<file path="src/design/cfp_pkg.sv">
`timescale 1ns / 1ps
// ----------------------------------------------------------------------------
// cfp_pkg: shared definitions for the framed command parser
// Parse phases, event codes, command codes and the byte-wise CRC-16 step.
// ----------------------------------------------------------------------------
package cfp_pkg;

    localparam int          DEF_MAX_PAYLOAD = 32;
    localparam int          CMD_MIN_LEN     = 5;
    localparam int          CFG_IDX_W       = 1;
    localparam int          CFG_DATA_W      = 32;

    localparam logic [7:0]  START_BYTE      = 8'hA5;
    localparam logic [7:0]  OPCODE_CMD      = 8'h06;
    localparam logic [7:0]  CMD_SELECT_MODE = 8'h01;
    localparam logic [7:0]  CMD_TUNE_FREQ   = 8'h03;
    localparam logic [15:0] CRC_INIT        = 16'hFFFF;
    localparam logic [15:0] CRC_POLY        = 16'h1021;
    localparam logic [31:0] RESET_FREQ_HZ   = 32'd95100000;

    localparam logic [1:0]  MODE_FM         = 2'd0;
    localparam logic [1:0]  MODE_GOES       = 2'd1;
    localparam logic [1:0]  MODE_ADSB       = 2'd2;
    localparam logic [7:0]  ARG_FM          = 8'd0;
    localparam logic [7:0]  ARG_GOES        = 8'd2;
    localparam logic [7:0]  ARG_ADSB        = 8'd3;

    localparam logic [CFG_IDX_W-1:0] CFG_START_MODE = 1'd0;
    localparam logic [CFG_IDX_W-1:0] CFG_START_FREQ = 1'd1;

    typedef enum logic [2:0] {
        PH_HUNT   = 3'd0,
        PH_OPCODE = 3'd1,
        PH_LENLO  = 3'd2,
        PH_LENHI  = 3'd3,
        PH_PAY    = 3'd4,
        PH_CRCLO  = 3'd5,
        PH_CRCHI  = 3'd6
    } t_phase;

    typedef enum logic [1:0] {
        EV_NONE    = 2'd0,
        EV_OK      = 2'd1,
        EV_CRC_BAD = 2'd2,
        EV_LEN_BAD = 2'd3
    } t_evt;

    typedef struct packed {
        t_evt evt;
        logic nonzero;
        logic magic;
        logic cmd_go;
    } t_parse_res;

    function automatic logic [15:0] crc16_byte(input logic [15:0] crc,
                                               input logic [7:0]  data);
        logic [15:0] c;
        c = crc ^ {data, 8'h00};
        for (int k = 0; k < 8; k++) begin
            if (c[15]) begin
                c = {c[14:0], 1'b0} ^ CRC_POLY;
            end else begin
                c = {c[14:0], 1'b0};
            end
        end
        return c;
    endfunction

endpackage

</file>
<file path="src/design/cfp_parser.sv">
`timescale 1ns / 1ps
// ----------------------------------------------------------------------------
// cfp_parser: frame synchronizer and CRC checker
// Hunts for the start byte, collects opcode, length, payload and CRC, and
// reports one parse result per accepted byte.
// ----------------------------------------------------------------------------
module cfp_parser #(
    parameter int MAX_PAYLOAD = cfp_pkg::DEF_MAX_PAYLOAD
) (
    input  logic                 i_clk,
    input  logic                 i_rst_n,
    input  logic                 i_accept,
    input  logic [7:0]           i_byte,
    output cfp_pkg::t_parse_res  o_res,
    output logic                 o_rd_en,
    output logic [7:0]           o_cmd,
    output logic [31:0]          o_arg
);

    localparam int          FILL_W  = $clog2(MAX_PAYLOAD + 1);
    localparam logic [16:0] MAX_LEN = 17'(MAX_PAYLOAD);

    cfp_pkg::t_phase   r_phase, n_phase;
    logic [7:0]        r_opcode, n_opcode;
    logic [15:0]       r_len, n_len;
    logic [FILL_W-1:0] r_fill, n_fill;
    logic [15:0]       r_crc, n_crc;
    logic [7:0]        r_crc_lo, n_crc_lo;
    logic [7:0]        r_cmd_bytes [cfp_pkg::CMD_MIN_LEN];

    logic [16:0] fill_inc;
    logic [15:0] crc_nx;
    logic [15:0] len_full;
    logic        crc_ok;

    always_ff @(posedge i_clk) begin
        if (!i_rst_n) begin
            r_phase  <= cfp_pkg::PH_HUNT;
            r_opcode <= '0;
            r_len    <= '0;
            r_fill   <= '0;
            r_crc    <= cfp_pkg::CRC_INIT;
            r_crc_lo <= '0;
        end else begin
            r_phase  <= n_phase;
            r_opcode <= n_opcode;
            r_len    <= n_len;
            r_fill   <= n_fill;
            r_crc    <= n_crc;
            r_crc_lo <= n_crc_lo;
        end
    end

    always_ff @(posedge i_clk) begin
        if (i_accept && r_phase == cfp_pkg::PH_PAY &&
            r_fill < FILL_W'(cfp_pkg::CMD_MIN_LEN)) begin
            r_cmd_bytes[r_fill[2:0]] <= i_byte;
        end
    end

    always_comb begin
        n_phase     = r_phase;
        n_opcode    = r_opcode;
        n_len       = r_len;
        n_fill      = r_fill;
        n_crc       = r_crc;
        n_crc_lo    = r_crc_lo;
        fill_inc    = 17'(r_fill) + 17'd1;
        crc_nx      = cfp_pkg::crc16_byte(r_crc, i_byte);
        len_full    = {i_byte, r_len[7:0]};
        crc_ok      = ({i_byte, r_crc_lo} == r_crc);
        o_res       = '0;
        o_res.evt   = cfp_pkg::EV_NONE;
        o_res.nonzero = (i_byte != 8'h00);
        o_res.magic   = (i_byte == cfp_pkg::START_BYTE);
        o_rd_en     = 1'b0;
        if (i_accept) begin
            unique case (r_phase)
                cfp_pkg::PH_OPCODE: begin
                    n_opcode = i_byte;
                    n_crc    = crc_nx;
                    n_phase  = cfp_pkg::PH_LENLO;
                end
                cfp_pkg::PH_LENLO: begin
                    n_len   = {8'h00, i_byte};
                    n_crc   = crc_nx;
                    n_phase = cfp_pkg::PH_LENHI;
                end
                cfp_pkg::PH_LENHI: begin
                    n_len  = len_full;
                    n_crc  = crc_nx;
                    n_fill = '0;
                    if (len_full == 16'h0000) begin
                        n_phase = cfp_pkg::PH_CRCLO;
                    end else if ({1'b0, len_full} > MAX_LEN) begin
                        o_res.evt = cfp_pkg::EV_LEN_BAD;
                        n_phase   = cfp_pkg::PH_HUNT;
                    end else begin
                        n_phase = cfp_pkg::PH_PAY;
                    end
                end
                cfp_pkg::PH_PAY: begin
                    n_crc  = crc_nx;
                    n_fill = FILL_W'(fill_inc);
                    if (fill_inc >= {1'b0, r_len}) begin
                        n_phase = cfp_pkg::PH_CRCLO;
                    end
                end
                cfp_pkg::PH_CRCLO: begin
                    n_crc_lo = i_byte;
                    n_phase  = cfp_pkg::PH_CRCHI;
                end
                cfp_pkg::PH_CRCHI: begin
                    if (crc_ok) begin
                        o_res.evt    = cfp_pkg::EV_OK;
                        o_res.cmd_go = (r_opcode == cfp_pkg::OPCODE_CMD) &&
                                       (r_len >= 16'(cfp_pkg::CMD_MIN_LEN));
                        o_rd_en      = o_res.cmd_go;
                    end else begin
                        o_res.evt = cfp_pkg::EV_CRC_BAD;
                    end
                    n_phase = cfp_pkg::PH_HUNT;
                end
                default: begin
                    if (i_byte == cfp_pkg::START_BYTE) begin
                        n_crc   = cfp_pkg::CRC_INIT;
                        n_phase = cfp_pkg::PH_OPCODE;
                    end else begin
                        n_phase = cfp_pkg::PH_HUNT;
                    end
                end
            endcase
        end
    end

    assign o_cmd = r_cmd_bytes[0];
    assign o_arg = {r_cmd_bytes[4], r_cmd_bytes[3], r_cmd_bytes[2], r_cmd_bytes[1]};

endmodule

</file>
<file path="config.mk">
export PLATFORM = sky130hd
export DESIGN_NAME = cfp_parser
export DESIGN_NICKNAME = d
export VERILOG_FILES = /design/src/design/cfp_pkg.sv /design/src/design/cfp_parser.sv
export SDC_FILE = /design/constraint.sdc
export NUM_CORES = 1
export LEC_CHECK = 0
export ABC_AREA = 1
export BUFFER_PORTS_ARGS = -buffer_cell sky130_fd_sc_hd__buf_2
export CORE_MARGIN = 3
export CORE_UTILIZATION = 57
export CTS_CLUSTER_DIAMETER = 120
export DETAILED_ROUTE_END_ITERATION = 7
export GPL_ROUTABILITY_DRIVEN = 0
export GPL_TIMING_DRIVEN = 0
export MAX_ROUTING_LAYER = met4
export PLACE_DENSITY = 0.89
export SLEW_MARGIN = 0
export SYNTH_ARGS = -nofsm -noshare
export SYNTH_HDL_FRONTEND = slang
export SYNTH_SLANG_ARGS = --single-unit
</file>
<file path="constraint.sdc">
create_clock -name i_clk -period 3.01 [get_ports i_clk]
set_input_delay 0.1505 -clock i_clk [delete_from_list [all_inputs] [get_ports i_clk]]
set_output_delay 0.1505 -clock i_clk [all_outputs]
set_load 0.005 [all_outputs]
</file>
* After elaboration in Yosys (flattened, before gate mapping)
Memory sizes are Yosys's and may differ from the RTL's.
Cells that the tools add are included.
W data, S select, Z words.
** Storage, ports and cells
- Memories :: 1
- Bits in latches :: 0
- Output and inout bits :: 46
- ROM bits :: 0
- Logic and storage cells :: 78
- Bits in registers :: 57
- Bits in writable memories :: 40
- Bits of input ports :: 11
** Cells by class
- Multipliers :: 0
- $add $sub $neg :: 1
- Mux-type cells :: 27
- Bitwise operators :: 11
- Reduce and logical (&&, ||, !) cells :: 17
- Order comparisons :: 4
- Div/mod/pow operators :: 0
- Eq/ne operators :: 10
- Shifts and indexed selects :: 0
** Memories
- r_cmd_bytes :: depth 5, bits a word 8, rd ports 5, clocked after memory_dff 0, write ports 1, line cfp_parser.sv:29 : logic [7:0] r_cmd_bytes [cfp_pkg::CMD_MIN_LEN];
** Operators by type and width (number)
- $mux W13 :: 8
- $pmux W16 S2 :: 2
- $not A3 Y3 :: 8
- $pmux W3 S6 :: 1
- $eq A16 B16 Y1 :: 1
- $ge A16 B3 Y1 const B :: 1
- $ge A7 B16 Y1 :: 1
- $gt A16 B6 Y1 const B :: 1
- $logic_not A16 Y1 :: 1
- $mux W16 :: 1
- $xor A16 B16 Y16 :: 1
- $pmux W6 S2 :: 1
- $reduce_and A2 Y1 :: 5
- $eq A3 B3 Y1 const B :: 3
- $mux W3 :: 3
- $eq A8 B3 Y1 const B :: 1
- $eq A8 B8 Y1 const B :: 1
- $mux W2 :: 4
- $reduce_bool A8 Y1 :: 1
- $add A6 B1 Y7 const B :: 1
- $eq A3 B2 Y1 const B :: 2
- $lt A6 B3 Y1 const B :: 1
- $mux W1 :: 6
- $reduce_and A3 Y1 :: 2
- 8 further kinds :: 13

* Depth between registers and ports, before layout
Gate-level depths: netlist of run 1.
- Depth after elaboration :: 18
- Mapped depth :: 17
- Gate-level depth less buffers :: 16

* Least setup slack after synthesis of run 1
No wires, ideal clock.
- Kind :: register to register
- Start point :: reg r_fill[0]
- End point :: mem r_cmd_bytes[1][0], enable pin
- Arrival time :: 1.727 ns
- Buffers on the path :: 0
- Required time :: 2.615 ns
- Clock period less this slack :: 2.122 ns
- Setup slack :: 0.888 ns
- Library setup time :: 0.395 ns
- Cell stages (with the launch flop) :: 7
- Path through :: dfxtp_1 > inv_1 > ha_1 > o21ai_0 > nor3_1 > nand2_1 > nor4_1
** Between the ends
- Word-level cells in the longest chain between the ends :: 4
** Ends and longest elaborated chain
- start: declaration :: line cfp_parser.sv:26 : logic [FILL_W-1:0] r_fill, n_fill;
- start signal: assignment :: line cfp_parser.sv:48 : r_fill <= n_fill;
- $lt A6 B3 Y1 :: line cfp_parser.sv:56 : r_fill < FILL_W'(cfp_pkg::CMD_MIN_LEN)) begin
- $logic_and A1 B1 Y1 :: line cfp_parser.sv:55 : if (i_accept && r_phase == cfp_pkg::PH_PAY &&
- $mux W1 :: line cfp_parser.sv:55
- $mux W1 (implied by the code) :: line cfp_parser.sv:57 : r_cmd_bytes[r_fill[2:0]] <= i_byte;
- end: declaration :: line cfp_parser.sv:29
Parallel ways exist; a longest one is shown, timed or not.

* Worst setup path after layout of run 1
- Start point :: reg r_phase[1]
- End point :: mem r_cmd_bytes[0][4], enable pin
** Between the ends
- Word-level cells in the longest chain between the ends :: 5
** Ends and longest elaborated chain
- start: declaration :: line cfp_parser.sv:23 : cfp_pkg::t_phase r_phase, n_phase;
- start signal: assignment :: line cfp_parser.sv:38 : r_phase <= cfp_pkg::PH_HUNT;
- start signal: assignment :: line cfp_parser.sv:45 : r_phase <= n_phase;
- $eq A3 B3 Y1 :: line cfp_parser.sv:55
- $logic_and A1 B1 Y1 (2 in a row) :: line cfp_parser.sv:55
- $mux W1 :: line cfp_parser.sv:55
- $mux W1 (implied by the code) :: line cfp_parser.sv:57
Every way passes these cells.

==> summary.txt, run 1 <==
Route
  – Vias: 3773
  – Wire length per cell: between 10 and 15 um
  – Iter 0 DRT Violations: 307
  – WL final: 10140 um
  – Drt first pass iters: 5
  – Vias/cell: 5.460
  – DRC viols: 0
  – Post-route antenna net violation count: 0

Critical path
  – Worst Path Max Fanout: 9
  – Path depth of the worst reg2reg path: 8
  – CP Launch Point: r_phase[1]$_SDFFE_PN0P_
  – RR Startpoint: r_phase[1]$_SDFFE_PN0P_
  – RR Endpoint: r_cmd_bytes[0][4]$_DFFE_PP_
  – Crit path largest cell delay: around 0.90 ns
  – Register-to-Register Setup Slack: ~0.38 ns
  – Worst setup EP type: flip-flop
  – Critical Path AT: around 2.6 ns
  – Cell Chain, Critical Path: buf_2 -> nor2_1 -> nand2_1 -> nor2_2 -> inv_1 -> nor2_1 -> nand2_1 -> nor3_1
  – Slowest cell on the critical path: nor3_1
  – Worst setup SP type: flip-flop
  – WP data required: 3.00 ns
  – WS Path Type: flip-flop to flip-flop

Pwr
  – Worst ir drop on vdd: 0.0002079 V
  – Sw frac: 29.30%
  – Part of the power in combinational logic: 14.0%
  – LEAKAGE: 0.002122 uW
  – Power Dens Cells: around 530 nW/um2
  – Clk pwr share: 31.2%
  – Power, Total: 2634 uW
  – P_int: 1862 uW
  – Switching power: between 700 and 800 uW
  – Seq pwr share: 54.8%

Synthesis
  – Yosys warnings: 0
  – Largest family of logic cells by synthesized area: simple AND/OR/NAND/NOR gates
  – Yosys cell types: 31
  – Post-Syn Area: 4392 um2
  – Register area share after synthesis: a little over half
  – Mux share of post-synthesis cell area: 0%
  – Synth Area in XOR/XNOR: 5.100%
  – Syn avg cell area: 8.446 um2
  – Syn Nets: 540
  – Synth Area in Adders: 2.564%
  – Yosys reg bits: 97
  – Cells after Synth: 520
  – Simple-gate share of the synthesized area: 22.76%
  – Fraction of the mapped netlist area in compound gates: 8.974%

Floorplan
  – Die span in y: 93.78 um
  – Io pins: 57
  – Die area: 8794 um2
  – Chip width: 93.78 um
  – Core area: between 7000 and 8000 um2
  – Initial Util: 59.59%
  – Row cnt: 31

STA
  – Tcrit/Tclk final: 87.31%
  – Tmin final: 2.628 ns
  – Least-Margin Pin Slew: 1.248 ns
  – Final slew viol count: 0
  – Endpoints failing setup: 0
  – Sum Neg Setup Slack: 0 ns
  – Skew final: 0.008995 ns
  – Slew HR: 16.18%
  – Unrepaired setup endpoints after global routing: false
  – Fmax: about 380 MHz
  – Final Hold Fails: 0

CTS
  – Clock Tree Buf Depth: 2
  – TritonCTS buffer count: 9
  – TritonCTS Sinks: 97
  – Clock edge transition at the registers on the reported setup and hold paths: 0.10 ns
  – CTS tree: yes
  – Worst-Skew Late Latency: 0.37 ns
  – Hold buffers post-CTS: 0
  – H-tree depth: 3
  – Setup bufs post-CTS: 0
  – Post-CTS Resized: 0
  – CTS root buf: clkbuf_8

Final layout
  – Antenna cells: 0
  – Layout area overhead: 13.82%
  – Share of cells above drive strength 1: between 10% and 20%
  – Commonest non-fill, non-tap cell in the layout: nand2_1
  – Final Net Count: 607
  – Most frequent cells in the layout: nand2_1, buf_2, dfxtp_1

Run
  – Max Cap Violations: 0

Hold path
  – Hold Crit Class: input port to flip-flop
  – Worst hold path stage count: 1
  – Hold Crit Endpoint: r_cmd_bytes[3][6]$_DFFE_PP_
  – Hold Startpoint: i_byte[6]

Global routing
  – Tot GR Track Use: 24.53%
  – Largest net degree at the start of global routing: 20
  – Initial antenna violation count: 0
  – GR Overflow Total: 0
  – Vias in the first global route: 3461
  – First-pass GRT wire length: between 15000 and 20000 um

Placement
  – Port-buffer cells: 56
  – DPL Wire Length: 7421 um

Run status
  – Status: finished, final reports clean
[Yosys cell counts]
master,n,area share (%)
nand2_1,129,11
dfxtp_1,57,26
inv_1,51,4.4
nor2_1,50,4.3
edfxtp_1,40,27
a21oi_1,36,4.1
nand3_1,33,3.8
o21ai_0,26,3.0
xnor2_1,15,3.0
clkbuf_1,10,0.85
ha_1,9,2.6
inv_2,8,0.68
nor3_1,8,0.91
nand4_1,7,1.0
buf_2,6,0.68
o21ai_1,6,0.68
xor2_1,5,1.0
a211oi_1,4,0.68
or2_2,4,0.57
xnor2_2,3,1.1
buf_4,2,0.34
nor2_2,2,0.28
buf_6,1,0.26
clkinv_1,1,0.085
nand2_2,1,0.14
nand2_4,1,0.26
nor3_2,1,0.23
nor3b_1,1,0.17
nor4_1,1,0.14
o21a_1,1,0.17
o21ai_4,1,0.37
[area by class of cell]
| class | instances | area [um2] |
|---|---|---|
| Sequential cell | 97 | 2342 |
| Clock inverter | 7 | 72.57 |
| Inverter | 60 | 225.2 |
| Tap cell | 99 | 123.9 |
| Fill cell | 575 | 2371 |
| Clock buffer | 9 | 123.9 |
| Buffer | 19 | 93.84 |
| Multi-Input combinational cell | 344 | 1737 |
| Timing Repair Buffer | 56 | 280.3 |
[cells by family (layout without fill, tap and decap cells)]
group / count (synthesis) / in the layout
fa+ha+maj: 9 / 9
flops: 97 / 97
simple gates: 238 / 238
compound gates: 74 / 74
xor+xnor: 23 / 23
buf+inv: 79 / 151
[stage by stage]
stage / worst slack, ns / util [%] / hold WS, ns / instance area (um2) / instances
6_report: 0.3820 / 67.83 / 0.03395 / 4999 / 691
5_1_grt: 0.1347 / 67.83 / 0.03257 / 4999 / 691
4_1_cts: 0.3814 / 67.74 / 0.02843 / 4992 / 691
3_5_place_dp: 0.4024 / 65.08 / 0.4033 / 4796 / 675
3_3_place_gp: 0.5454 / 65.08 / 0.4024 / 4796 / 675
2_1_floorplan: 0.8882 / - / 0.2494 / 4392 / 520
[routing by layer]
metal | track usage (%) | part of all wire, % | vias to the layer above
li1 | - | - | 1817
met3 | 2.804 | 8.5 | 21
met5 | - | 0 | -
met1 | 31.68 | 42 | 1726
met4 | 10.71 | 2.0 | 0
met2 | 39.27 | 47 | 209
[sequential cells by signal, summed over array words and instances, names as in the netlist]
name,flops
r_cmd_bytes,40
r_crc,16
r_crc_lo,8
r_fill,6
r_len,16
r_opcode,8
r_phase,3
[worst max-delay path, delay by kind of cell (launching register included)]
family,cells,cell delay [ns]
simple gates,6,1.66
flops,1,0.31
buf+inv,2,0.28
[power groups by stage]
stage | sequential [uW] | combinational [uW] | clock [uW]
detailed placement | 1470 | 360 | 0
CTS | 1440 | 363 | 819
global placement | 1470 | 344 | 0
global route | 1450 | 413 | 889
finish | 1440 | 369 | 822
floorplan | 1460 | 272 | 0
[how the worst max path moves through the flow]
stage | end | slack, ns | cells after the start
after global routing | r_cmd_bytes[0][1]$_DFFE_PP_ | 0.13 | 8
final | r_cmd_bytes[0][4]$_DFFE_PP_ | 0.38 | 8
after CTS | r_cmd_bytes[1][6]$_DFFE_PP_ | 0.38 | 6
after global placement | r_cmd_bytes[0][0]$_DFFE_PP_ | 0.55 | 8
after detailed placement | r_cmd_bytes[1][2]$_DFFE_PP_ | 0.40 | 6
after floorplan | r_cmd_bytes[1][0]$_DFFE_PP_ | 0.89 | 6
Note: power is estimated with default switching activity, not from simulation.
==> inputs of run 2 (changes only) <==
--- a/config.mk
+++ b/config.mk
@@ -14,7 +14,7 @@
 export GPL_ROUTABILITY_DRIVEN = 0
 export GPL_TIMING_DRIVEN = 0
 export MAX_ROUTING_LAYER = met4
-export PLACE_DENSITY = 0.89
+export PLACE_DENSITY = 0.79
 export SLEW_MARGIN = 0
 export SYNTH_ARGS = -nofsm -noshare
 export SYNTH_HDL_FRONTEND = slang
==> run 2 against run 1 <==
  * Via count down 3.4%
  * Sequential share of layout area is 0.33 points lower
  * Flip-flop and latch count is the same
  * Fmax rose by 1.9%
  * Largest cell class unchanged
  * Highest routed layer unchanged
==> summary.txt, run 2 (synthesis gave the netlist of run 1 again) <==
STA
  – Fmax: 387.6 MHz (+1.9%)
  – Tmin final: 2.580 ns (-0.04826 ns)
  – Unrepaired setup endpoints after global routing: false
  – Tcrit/Tclk final: 85.71% (-1.6 points)
  – Endpoints failing setup: 0 (unchanged)
  – Slew HR: 22.13% (+6.0 points)
  – Final Hold Fails: 0 (unchanged)
  – Skew final: 0.01037 ns (+0.001376 ns)
  – Sum Neg Setup Slack: 0 ns (unchanged)
  – Final slew viol count: 0 (unchanged)
  – Least-Margin Pin Slew: 1.159 ns (-0.08864 ns)

Route
  – WL final: 9830 um (-3.1%)
  – Drt first pass iters: 5 (unchanged)
  – Vias: 3645 (-3.4%)
  – Vias/cell: 5.275 (-3.4%)
  – Post-route antenna net violation count: 0 (unchanged)
  – Iter 0 DRT Violations: 180 (-41%)
  – Wire length per cell: 14.23 um (-3.1%)
  – DRC viols: 0 (unchanged)

Critical path
  – WP data required: 2.99 ns (about the same)
  – Critical Path AT: 2.56 ns (-0.05 ns)
  – Worst setup EP type: flip-flop
  – Register-to-Register Setup Slack: 0.43 ns (+0.05 ns)
  – WS Path Type: flip-flop to flip-flop
  – Worst Path Max Fanout: 9 (unchanged)
  – Worst setup SP type: flip-flop

Final layout
  – Final cell count without fillers: 691 (unchanged)
  – Most frequent cells in the layout: nand2_1, buf_2, dfxtp_1
  – Commonest non-fill, non-tap cell in the layout: nand2_1
  – Share of cells above drive strength 1: 17.40% (unchanged)
  – Largest register FFs: 40 (unchanged)
  – Layout area overhead: 14.62%
  – Final Net Count: 607 (unchanged)
  – Antenna cells: 0 (unchanged)
  – Fillers: 591 (+2.8%)

Placement
  – Port-buffer cells: 56 (unchanged)
  – DPL Wire Length: 7029 um (-5.3%)
  – Placed Cells incl. Taps: 675 (unchanged)

Global routing
  – Tot GR Track Use: 24.10% (-0.43 points)
  – Vias in the first global route: 3307 (-4.4%)
  – First-pass GRT wire length: 15880 um (-2.6%)
  – Initial antenna violation count: 0 (unchanged)
  – GR Overflow Total: 0 (unchanged)
  – Largest net degree at the start of global routing: 17 (-15%)

CTS
  – CTS tree: yes
  – H-tree depth: 3 (unchanged)
  – Worst-Skew Late Latency: 0.36 ns (about the same)
  – Setup bufs post-CTS: 0 (unchanged)
  – Clock Tree Buf Depth: 2 (unchanged)
  – Hold buffers post-CTS: 0 (unchanged)
  – TritonCTS Sinks: 97 (unchanged)
  – Post-CTS Resized: 0 (unchanged)
  – Clock edge transition at the registers on the reported setup and hold paths: 0.09 ns (about the same)
  – CTS root buf: clkbuf_8
  – TritonCTS buffer count: 9 (unchanged)

Floorplan
  – Io pins: 57 (unchanged)
  – Die area: 8794 um2 (unchanged)
  – Die span in y: 93.78 um (unchanged)
  – Initial Util: 59.59% (unchanged)
  – Chip width: 93.78 um (unchanged)
  – Core area: 7370 um2 (unchanged)
  – Row cnt: 31 (unchanged)

Run status
  – Status: finished, final reports clean

Hold path
  – Hold Crit Class: input port to flip-flop

Pwr
  – Worst ir drop on vdd: 0.0002571 V (+24%)
  – LEAKAGE: 0.002136 uW (+0.66%)
  – Power Dens Cells: 546.9 nW/um2 (+3.8%)

Run
  – Max Cap Violations: 0 (unchanged)
run 2: power breakdown:
group / internal [uW] / switching [uW]
clock network: 492 / 450
registers: 1410 / 36.5
logic: 129 / 237
run 2: layout make-up:
| type | count | area (um2) | area share (%) |
|---|---|---|---|
| buffer | 19 | 93.84 | 1.864 |
| clock buffer | 10 | 137.6 | 2.734 |
| clock inverter | 6 | 88.84 | 1.765 |
| inverter | 60 | 225.2 | 4.474 |
| multi-input combinational | 344 | 1742 | 34.60 |
| sequential | 97 | 2342 | 46.53 |
| tap | 99 | 123.9 | 2.461 |
| timing repair buffer | 56 | 280.3 | 5.568 |
run 2: routing by layer:
layer | routed length (um) | up-vias | part of all wire, % | track usage, %
li1 | - | 1813 | - | -
met1 | 4311 | 1665 | 44 | 31.47
met2 | 4565 | 148 | 46 | 37.91
met3 | 735 | 19 | 7.5 | 4.247
met4 | 217 | 0 | 2.2 | 8.785
met5 | 0 | - | 0 | -
run 2: path summary, 6_finish.rpt:
| check | startpoint | to | depth (start not counted) |
|---|---|---|---|
| worst max-delay path | r_phase[1]$_SDFFE_PN0P_ | r_cmd_bytes[4][6]$_DFFE_PP_ | 8 |
| worst min-delay path | i_byte[2] | r_cmd_bytes[4][2]$_DFFE_PP_ | 1 |
| worst max register to register | r_phase[1]$_SDFFE_PN0P_ | r_cmd_bytes[4][6]$_DFFE_PP_ | 8 |
| worst min register to register | r_crc_lo[6]$_SDFFE_PN0P_ | r_crc_lo[6]$_SDFFE_PN0P_ | 2 |
run 2: critical path, cell delays in order (launching register included):
cell and delay [ns]:
dfxtp_1 0.31, buf_2 0.16, nor2_1 0.10, nand2_1 0.08, nor2_2 0.29, inv_1 0.11, nor2_1 0.14, nand2_1 0.11
nor3_1 0.90
run 2: stage by stage:
step / hold WS, ns / utilization, % / total power (uW) / setup WS, ns / instance area [um2]
4_1_cts: 0.01574 / 68.23 / 2758 / 0.3837 / 5029
3_5_place_dp: 0.3969 / 65.16 / 1832 / 0.4089 / 4802
2_1_floorplan: 0.2494 / - / 1737 / 0.8882 / 4392
3_3_place_gp: 0.3931 / 65.08 / 1820 / 0.3348 / 4796
6_report: 0.03076 / 68.30 / 2753 / 0.4302 / 5034
5_1_grt: 0.02290 / 68.30 / 2886 / 0.2025 / 5034
